File: config.mk
export PLATFORM = sky130hd
export DESIGN_NAME = sorted_remainder_store
export DESIGN_NICKNAME = d
export VERILOG_FILES = /design/src/hw/rtl/srs_pkg.sv /design/src/hw/rtl/sorted_remainder_store.sv /design/src/hw/rtl/srs_ctrl.sv /design/src/hw/rtl/srs_datapath.sv
export SDC_FILE = /design/constraint.sdc
export NUM_CORES = 2
export LEC_CHECK = 0
export BUFFER_PORTS_ARGS = -buffer_cell sky130_fd_sc_hd__buf_2
export CORE_MARGIN = 2
export CORE_UTILIZATION = 40
export CTS_CLUSTER_DIAMETER = 80
export DETAILED_ROUTE_END_ITERATION = 16
export GPL_TIMING_DRIVEN = 0
export PLACE_DENSITY_LB_ADDON = 0.1
export SYNTH_ARGS = -nofsm -noshare
export SYNTH_HDL_FRONTEND = slang
export SYNTH_SLANG_ARGS = --single-unit
File: constraint.sdc
create_clock -name clk -period 9.6 [get_ports clk]
set_input_delay 1.92 -clock clk [delete_from_list [all_inputs] [get_ports clk]]
set_output_delay 1.92 -clock clk [all_outputs]
set_load 0.1 [all_outputs]
File: src/hw/rtl/srs_pkg.sv
// Shared constants, codes and command type for the sorted remainder store.
package srs_pkg;

    // Defaults for the top-level parameters
    localparam int SLOT_COUNT_DEF      = 64;
    localparam int REMAINDER_WIDTH_DEF = 8;

    // Fixed port field widths
    localparam int KIND_W   = 2;
    localparam int INDEX_W  = 7;
    localparam int REM_IN_W = 8;

    // Operation codes
    localparam logic [KIND_W-1:0] KIND_LOOKUP = 2'd0;
    localparam logic [KIND_W-1:0] KIND_INSERT = 2'd1;
    localparam logic [KIND_W-1:0] KIND_REMOVE = 2'd2;

    // Commands from the controller to the datapath
    typedef struct packed {
        logic capture;   // register compare vectors and the beat's fields
        logic apply;     // update the slots and load the result register
    } srs_cmd_t;

endpackage

File: src/hw/rtl/sorted_remainder_store.sv
// Top level of the sorted remainder store: controller plus slot datapath.
//
// Holds SLOT_COUNT remainder slots kept in ascending order within the slot
// ranges given with each beat. Every input beat (lookup, insert or remove)
// yields one result beat. Each item has its remainder compared against
// every slot cell in parallel on capture; on apply the first stop point is
// resolved and the slots at or above it shift up or down in place. The input
// is taken again as soon as the result is registered, so a new beat is
// accepted while the previous result still waits on the output. Slots
// read as zero after reset.
module sorted_remainder_store
    import srs_pkg::*;
#(
    parameter int SLOT_COUNT      = SLOT_COUNT_DEF,
    parameter int REMAINDER_WIDTH = REMAINDER_WIDTH_DEF
)
(
    input  logic                clk,
    input  logic                rst_n,
    input  logic                in_valid,
    output logic                in_ready,
    input  logic [KIND_W-1:0]   kind,
    input  logic [INDEX_W-1:0]  range_start,
    input  logic [INDEX_W-1:0]  range_end,
    input  logic [REM_IN_W-1:0] remainder,
    output logic                out_valid,
    input  logic                out_ready,
    output logic                found,
    output logic [INDEX_W-1:0]  position,
    output logic                was_full,
    output logic [INDEX_W-1:0]  occupancy
);

    srs_cmd_t cmd;

    srs_ctrl u_ctrl (
        .clk       (clk),
        .rst_n     (rst_n),
        .in_valid  (in_valid),
        .in_ready  (in_ready),
        .out_valid (out_valid),
        .out_ready (out_ready),
        .cmd       (cmd)
    );

    srs_datapath #(
        .SLOT_COUNT      (SLOT_COUNT),
        .REMAINDER_WIDTH (REMAINDER_WIDTH)
    ) u_dp (
        .clk         (clk),
        .rst_n       (rst_n),
        .cmd         (cmd),
        .kind        (kind),
        .range_start (range_start),
        .range_end   (range_end),
        .remainder   (remainder),
        .found       (found),
        .position    (position),
        .was_full    (was_full),
        .occupancy   (occupancy)
    );

endmodule

File: src/hw/rtl/srs_ctrl.sv
// Controller state machine: sequences capture and apply, owns the handshakes.
module srs_ctrl
    import srs_pkg::*;
(
    input  logic     clk,
    input  logic     rst_n,
    input  logic     in_valid,
    output logic     in_ready,
    output logic     out_valid,
    input  logic     out_ready,
    output srs_cmd_t cmd
);

    typedef enum logic {
        ST_IDLE,
        ST_APPLY
    } state_t;

    state_t state_reg;
    state_t state_next;
    logic   out_valid_reg;
    logic   out_valid_next;
    logic   out_free;

    // Result register can take a new result when empty or being drained
    assign out_free = !out_valid_reg || out_ready;

    assign in_ready  = (state_reg == ST_IDLE);
    assign out_valid = out_valid_reg;

    // Next state and commands
    always_comb
    begin
        state_next     = state_reg;
        out_valid_next = out_valid_reg;
        cmd.capture    = 1'b0;
        cmd.apply      = 1'b0;
        if (out_valid_reg && out_ready)
        begin
            out_valid_next = 1'b0;
        end
        case (state_reg)
            ST_IDLE:
            begin
                if (in_valid)
                begin
                    cmd.capture = 1'b1;
                    state_next  = ST_APPLY;
                end
            end
            ST_APPLY:
            begin
                if (out_free)
                begin
                    cmd.apply      = 1'b1;
                    out_valid_next = 1'b1;
                    state_next     = ST_IDLE;
                end
            end
            default:
            begin
                state_next = ST_IDLE;
            end
        endcase
    end

    // State and registered outputs
    always_ff @(posedge clk or negedge rst_n)
    begin
        if (!rst_n)
        begin
            state_reg     <= ST_IDLE;
            out_valid_reg <= 1'b0;
        end
        else
        begin
            state_reg     <= state_next;
            out_valid_reg <= out_valid_next;
        end
    end

endmodule

File: src/hw/rtl/srs_datapath.sv
// Datapath: row of slot cells with per-cell compare, shift update and result register.
module srs_datapath
    import srs_pkg::*;
#(
    parameter int SLOT_COUNT      = SLOT_COUNT_DEF,
    parameter int REMAINDER_WIDTH = REMAINDER_WIDTH_DEF
)
(
    input  logic                clk,
    input  logic                rst_n,
    input  srs_cmd_t            cmd,
    input  logic [KIND_W-1:0]   kind,
    input  logic [INDEX_W-1:0]  range_start,
    input  logic [INDEX_W-1:0]  range_end,
    input  logic [REM_IN_W-1:0] remainder,
    output logic                found,
    output logic [INDEX_W-1:0]  position,
    output logic                was_full,
    output logic [INDEX_W-1:0]  occupancy
);

    localparam int PW = $clog2(SLOT_COUNT + 1);

    typedef logic [REMAINDER_WIDTH-1:0] rem_t;

    // Slot cells and count
    rem_t            slots_reg [SLOT_COUNT];
    rem_t            slots_next [SLOT_COUNT];
    logic [PW-1:0]   count_reg;
    logic [PW-1:0]   count_next;

    // Captured beat
    logic [SLOT_COUNT-1:0] stop_reg;
    logic [SLOT_COUNT-1:0] eq_reg;
    logic [KIND_W-1:0]     kind_reg;
    rem_t                  rem_reg;
    logic [PW-1:0]         end_reg;

    // Result register
    logic                  found_reg;
    logic [PW-1:0]         pos_reg;
    logic                  full_reg;

    rem_t                  rem_in;
    logic [SLOT_COUNT-1:0] stop_in;
    logic [SLOT_COUNT-1:0] eq_in;
    logic [PW-1:0]         end_clamp;

    logic [SLOT_COUNT-1:0] upper;    // slots at or above the stop point
    logic [SLOT_COUNT-1:0] first;    // the stop point, one-hot
    logic                  hit;
    logic [PW-1:0]         pos;
    logic                  full;

    assign rem_in    = rem_t'(remainder);
    assign end_clamp = (int'(range_end) > SLOT_COUNT) ? PW'(SLOT_COUNT) : PW'(range_end);

    // Per-cell compare against the incoming beat; the range end marks a stop too
    always_comb
    begin
        for (int i = 0; i < SLOT_COUNT; i++)
        begin
            logic in_rng;
            in_rng     = (int'(range_start) <= i) && (i < int'(range_end));
            stop_in[i] = (in_rng && (slots_reg[i] >= rem_in)) || (i == int'(range_end));
            eq_in[i]   = in_rng && (slots_reg[i] == rem_in);
        end
    end

    // Prefix OR in log steps, then isolate the lowest stop
    always_comb
    begin
        upper = stop_reg;
        for (int s = 1; s < SLOT_COUNT; s = s * 2)
        begin
            upper = upper | (upper << s);
        end
        first = stop_reg & ~(upper << 1);
        hit   = |(first & eq_reg);
    end

    // Encode the stop point; no stop means the clamped end
    always_comb
    begin
        pos = '0;
        for (int i = 0; i < SLOT_COUNT; i++)
        begin
            if (first[i])
            begin
                pos = pos | PW'(i);
            end
        end
        if (!(|stop_reg))
        begin
            pos = end_reg;
        end
    end

    // Slot and count update
    always_comb
    begin
        full       = 1'b0;
        count_next = count_reg;
        for (int i = 0; i < SLOT_COUNT; i++)
        begin
            slots_next[i] = slots_reg[i];
        end
        case (kind_reg)
            KIND_INSERT:
            begin
                full = (int'(count_reg) >= SLOT_COUNT);
                for (int i = 0; i < SLOT_COUNT; i++)
                begin
                    if (first[i])
                    begin
                        slots_next[i] = rem_reg;
                    end
                    else if (upper[i] && i > 0)
                    begin
                        slots_next[i] = slots_reg[(i > 0) ? i - 1 : 0];
                    end
                end
                if (!full)
                begin
                    count_next = count_reg + PW'(1);
                end
            end
            KIND_REMOVE:
            begin
                if (hit)
                begin
                    for (int i = 0; i < SLOT_COUNT; i++)
                    begin
                        if (upper[i])
                        begin
                            slots_next[i] = (i == SLOT_COUNT - 1) ? '0 :
                                slots_reg[(i < SLOT_COUNT - 1) ? i + 1 : i];
                        end
                    end
                    if (count_reg != '0)
                    begin
                        count_next = count_reg - PW'(1);
                    end
                end
            end
            default:
            begin
                count_next = count_reg;
            end
        endcase
    end

    // Slot cells and count: cleared at reset
    always_ff @(posedge clk or negedge rst_n)
    begin
        if (!rst_n)
        begin
            for (int i = 0; i < SLOT_COUNT; i++)
            begin
                slots_reg[i] <= '0;
            end
            count_reg <= '0;
        end
        else if (cmd.apply)
        begin
            slots_reg <= slots_next;
            count_reg <= count_next;
        end
    end

    // Captured beat and result payload
    always_ff @(posedge clk)
    begin
        if (cmd.capture)
        begin
            stop_reg <= stop_in;
            eq_reg   <= eq_in;
            kind_reg <= kind;
            rem_reg  <= rem_in;
            end_reg  <= end_clamp;
        end
        if (cmd.apply)
        begin
            found_reg <= hit;
            pos_reg   <= pos;
            full_reg  <= full;
        end
    end

    assign found     = found_reg;
    assign position  = INDEX_W'(pos_reg);
    assign was_full  = full_reg;
    assign occupancy = INDEX_W'(count_reg);

endmodule

## After elaboration in Yosys (flattened, before gate mapping)

Index checks and enable logic that the tools add are counted.

| word-level totals | value |
|---|---|
| flip-flop bits (word level) | 675 |
| logic and storage cells | 1472 |
| output and inout port bits | 18 |

| cells by class | value |
|---|---|
| add/sub/neg operators | 2 |
| bitwise logic cells | 10 |
| muxes and demuxes | 599 |
| magnitude comparators | 194 |
| equality and inequality tests | 262 |
| reduce and logical (&&, ||, !) cells | 330 |

Operator list:

| cell | count |
|---|---|
| $mux 8 | 509 |
| $mux 512 | 2 |
| $pmux 512 s2 | 1 |
| $eq 8x8->1 | 64 |
| $ge 8x8->1 | 64 |
| $or 64x64->64 | 6 |
| $reduce_and 5->1 | 65 |
| $eq 7x7->1 const A | 32 |
| $le 7x6->1 const B | 32 |
| $lt 6x7->1 const A | 32 |
| $logic_and 1x1->1 | 193 |
| $mux 6 | 32 |
| $ne 3x1->1 const B | 63 |
| $ne 2x1->1 const B | 67 |
| $and 64x64->64 | 2 |
| $reduce_or 64->1 | 2 |
| $eq 6x7->1 const A | 16 |
| $le 7x5->1 const B | 16 |
| $lt 5x7->1 const A | 16 |
| $mux 5 | 16 |
| $logic_or 1x1->1 | 65 |
| $not 64->64 | 1 |
| $eq 5x7->1 const A | 8 |
| $le 7x4->1 const B | 8 |
| 31 further kinds | 85 |

## Longest topological paths before layout

| logic depth | value |
|---|---|
| word-level depth | 72 |
| gate-level depth with buffers | 16 |
| gate-level depth less buffers | 11 |

## Hierarchy

From an unflattened synthesis, not the netlist that was laid out.

| second synthesis, totals | value |
|---|---|
| cells, all modules | 5223 |
| area, all modules | 51139.0 um^2 |

Modules (own cells, without submodules):

| module | area each (um^2) | seq. area each (um^2) | instances | cells an instance |
|---|---|---|---|---|
| srs_datapath | 51045.2 | 17611.9 | 1 | 5215 |
| srs_ctrl | 93.8 | 50.0 | 1 | 8 |

## Worst setup path before layout

Ideal clock, no wire load.

| path | value |
|---|---|
| path kind | input port to flip-flop |
| start | in in_valid |
| end | reg u_dp.end_reg[0] (enable) |
| path slack | 737 ps |
| stages on the path | 1 |
| arrival | 8194 ps |
| required time | 8932 ps |
| cell sequence | nor2b_1 |

| on the way | value |
|---|---|
| word-level cells in the longest chain between the ends | 3 |

RTL lines:

| item | line | text |
|---|---|---|
| from (decl) | sorted_remainder_store.sv:20 | `input logic in_valid,` |
| $mux 1 | srs_ctrl.sv:45 | `if (in_valid)` |
| $mux 1 (2 in series) | srs_ctrl.sv:42 | `case (state_reg)` |
| to (signal assigned) | srs_datapath.sv:180 | `end_reg <= end_clamp;` |
| to (decl) | srs_datapath.sv:37 | `logic [PW-1:0] end_reg;` |

No other way between the ends. The select of a mux whose other input is x is not followed.
A chain may end at the register's enable or synchronous reset.

## Worst setup path in the final report

| path | value |
|---|---|
| start | reg u_dp.kind_reg[0] |
| end | reg u_dp.count_reg[6], in the netlist u_dp.occupancy[6] |

| on the way | value |
|---|---|
| word-level cells in the longest chain between the ends | 3 |

RTL lines:

| item | line | text |
|---|---|---|
| from (decl) | srs_datapath.sv:35 | `logic [KIND_W-1:0] kind_reg;` |
| from (signal assigned) | srs_datapath.sv:178 | `kind_reg <= kind;` |
| $eq 2x2->1 or $eq 2x1->1 (tied branches) | srs_datapath.sv:108 | `case (kind_reg)` |
| $ne 2x1->1 (no line) (tied with other cells) | -- |  |
| $reduce_and 5->1 (no line) | -- |  |
| to (signal assigned) | srs_datapath.sv:167 | `count_reg <= count_next;` |
| to (decl) | srs_datapath.sv:29 | `logic [PW-1:0] count_reg;` |

Several ways; a longest one is shown, not always the timed one.

==> impl_metrics.yaml <==
outcome:
  run_status: "finished with violations"
  failing_checks: "max-capacitance violations, max-slew violations"
clock_network:
  cts_setup_buffers: 0
  cts_max_level: 3
  cts_resized: 0
  clock_sink_count: 675
  cts_root_buf: "clkbuf_16"
  cts_hold_buffers: 0
  clock_latency_ns: 0.73
  tritoncts: "yes"
  clock_path_buffers: 3
  path_clk_slew_ns: 0.06
  cts_buffers: 91
synthesis:
  synth_top_family_by_area: "multiplexers"
  synth_edf_count: 154
  synth.ff_latch_count: 675
  ys_types: 95
  synthSimpleGateAreaFrac_pct: 14.0
  synth_seq_area_share_pct: 34.8
  synthAdderAreaFrac_pct: 12.8
  ys.warnings.count: 0
  yosys-top-cells-area: "dfrtp_1 26%, ha_1 13%, mux2i_1 10%"
  synth-xor-area-share_pct: 0.121
  synthCells: 5249
  synth_top_cells_by_count: "645 x nand2_1, 521 x dfrtp_1, 518 x mux2i_1"
  ys.flop_type: "dfrtp_1"
  synth_most_common_cell: "nand2_1"
  netlist_area_sq_um: 50700
  synth_top_area_cell: "dfrtp_1"
  synth_async_sr_flop_share_pct: 77.2
  synth_compound_area_share_pct: 14.8
  post-synth-top-area-fraction_pct: 25.7
  synthesis.area_per_instance_sq_um: 9.67
  mux_contribution_to_synthesized_area_pct: 20.4
  synth.net_count: 5795
drt:
  routed_wl_mm: 262
  drcViolationCount: 0
  ant_nets: 0
  post_drt_via_cell_ratio: 6.49
  first_pass_iteration_count_of_the_detailed_router: 8
  routedWlPerCell_um: 36.7
  routed-via-count: 46400
  detailedRoute.firstIterationViolations: 5592
sta:
  worst-slew-pin-transition_ns: 1.58
  report.final.setup_viol: 0
  finalHoldViolCount: 0
  achievable-frequency_mhz: 132
  clock_skew_ns: 0.0370
  finalCriticalPeriod_ns: 7.60
  max_slew_margin_pct: -5.25
  max_slew_violations: 27
  period_utilisation_layout_pct: 79.2
  rsz0062_at_grt: "false"
critical_path:
  setup.worst_path.start_class: "flip-flop"
  critical_path_arrival_ns: 8.19
  worstPathRequired_ns: 10.19
  crit_end_element: "flip-flop"
  critPathKind: "flip-flop to flip-flop"
  crit_path_max_fanout: 14
power:
  power-per-cell-area_nw_per_um2: 234
  power_frac_comb_pct: 38.5
  p_leak_nw: 26.5
  power.switching_mw: 5.67
  power_report.internal_total_mw: 7.63
  design_power_total_mw: 13.3
  vdd_ir_drop_max_v: 0.000172
  pwr-share-seq_pct: 34.6
  clkPwrFrac_pct: 26.9
  power_switching_share_pct: 42.6
grt:
  grt_max_degree: 107
  grt.overflow.total: 0
  grt_util_all_layers_pct: 39.5
  antenna_violations_before_repair: 16
  grt_first_pass_wirelength_mm: 360
  first_global_vias: 44600
floorplanning:
  boundaryPins: 46
  die_h_um: 360
  core_area_sq_um: 126000
  starting_density_of_the_core_pct: 40.4
  die_area_sq_um: 130000
  row_count: 130
  die_w_um: 360
layout:
  largest_register_ffs: 512
  drive_gt1_share_pct: 14.7
  signed_area_change_from_the_synthesized_netlist_to_the_final_layout_pct: 12.0
  fill_cell_total_of_the_finished_layout: 12400
  final_nets: 5961
  finish.utilization_pct: 45.2
hold_path:
  hold_path_class: "flip-flop to flip-flop"
place:
  post-dp-hpwl_mm: 200
  finalWeightedCongestion: 0.999
  port_buffers: 43
job:
  cap_viol_max_count: 5
[routing by layer]
metal  wire length [um]  GRT usage, %
met1             112000          54.1
met2             111000          58.1
met3              24500          9.19
met4              14900          20.0
met5                 41             0
[cells by family after synthesis]
kind of cell             after synthesis
AND/OR/NAND/NOR                     1478
AO/OA/AOI/OAI                       1187
multiplexers                         973
flip-flops                           675
adder cells (fa/ha/maj)              518
buffers and inverters                411
XOR/XNOR                               7
[stage by stage]
step                      worst slack, ns  hold WS (ns)  cell area, sq um  TNS [ns]  instances
after floorplan                     0.737         0.477             50700         0       5249
after global placement              -5.77         0.493             53000  -3674.56       6942
after detailed placement             2.32         0.502             53700         0       6971
after CTS                            2.27         0.516             56800         0       7141
after global routing                 2.06         0.540             56800         0       7142
final                                2.00         0.516             56800         0       7150
[layout by cell type (no fill, tap or decap), types with 9 or more instances in the layout]
cell       count
mux2i_1      518
clkbuf_2      16
nand4_1      143
clkinv_2      12
o21a_1       235
nor3_1        67
buf_16        14
inv_1        110
or4_1         14
nor4_1        41
clkbuf_16     94
ha_1         517
nand2_1      645
edfxtp_1     154
a211oi_1      41
o22ai_1       37
nand2b_1      58
nor2_1       212
and3_1        30
or3_1         26
mux2_2       443
o2bb2ai_1      9
and2_1        13
a21oi_1      137
o21ai_2       34
buf_12        10
nand3_1       93
nor2b_1       81
buf_2         66
o22ai_2       14
dfrtp_1      521
clkbuf_8      18
o21ai_0      516
a21o_1        31
a31oi_1       37
or2_2         10
clkbuf_1     260
buf_1         14
[worst max-delay path, cell delays in order, from the launching register on]
cell	delay, ns
edfxtp_1	0.48
nand2b_1	0.20
clkbuf_1	0.36
inv_1	0.21
clkbuf_1	0.89
clkbuf_1	0.91
clkbuf_1	0.78
clkbuf_2	0.79
clkbuf_1	0.99
ha_1	0.45
a21o_1	0.18
a21oi_1	0.24
o21bai_1	0.10
a21oi_1	0.38
xnor2_1	0.17
o211ai_1	0.13
xnor2_1	0.19
[cell type report]
cell class,count,area [sq um],share of cell area [%]
Antenna cell,8,20.0,0.0352
Buffer,293,1180,2.08
Clock buffer,140,2710,4.76
Clock inverter,30,323,0.568
Inverter,118,468,0.824
Multi-Input combinational cell,4163,31500,55.5
Sequential cell,675,17700,31.1
Tap cell,1650,2060,3.63
Timing Repair Buffer,73,878,1.55
[power groups by stage]
stage	Combinational [mW]	Clock [mW]	Sequential [mW]
finish	5.12	3.57	4.61
global route	5.48	3.69	4.67
CTS	5.01	3.59	4.56
detailed placement	4.99	0	4.61
global placement	4.84	0	4.68
floorplan	3.09	0	4.42
[final timing paths]
kind	startpoint	cells after the start	slack (ns)	to
min in group asynchronous	rst_n	1	1.15	u_dp.occupancy[0]$_DFFE_PN0P_
hold / removal	u_ctrl.out_valid$_DFF_PN0_	2	0.52	u_ctrl.out_valid$_DFF_PN0_
hold reg to reg	u_ctrl.out_valid$_DFF_PN0_	2	0.52	u_ctrl.out_valid$_DFF_PN0_
setup reg to reg	u_dp.kind_reg[0]$_DFFE_PP_	16	2.00	u_dp.occupancy[6]$_DFFE_PN0P_
max in group asynchronous	rst_n	4	6.57	u_dp.slots_reg[458]$_DFFE_PN0P_
setup / recovery	u_dp.kind_reg[0]$_DFFE_PP_	16	2.00	u_dp.occupancy[6]$_DFFE_PN0P_
(Power assumes the default switching activity.)
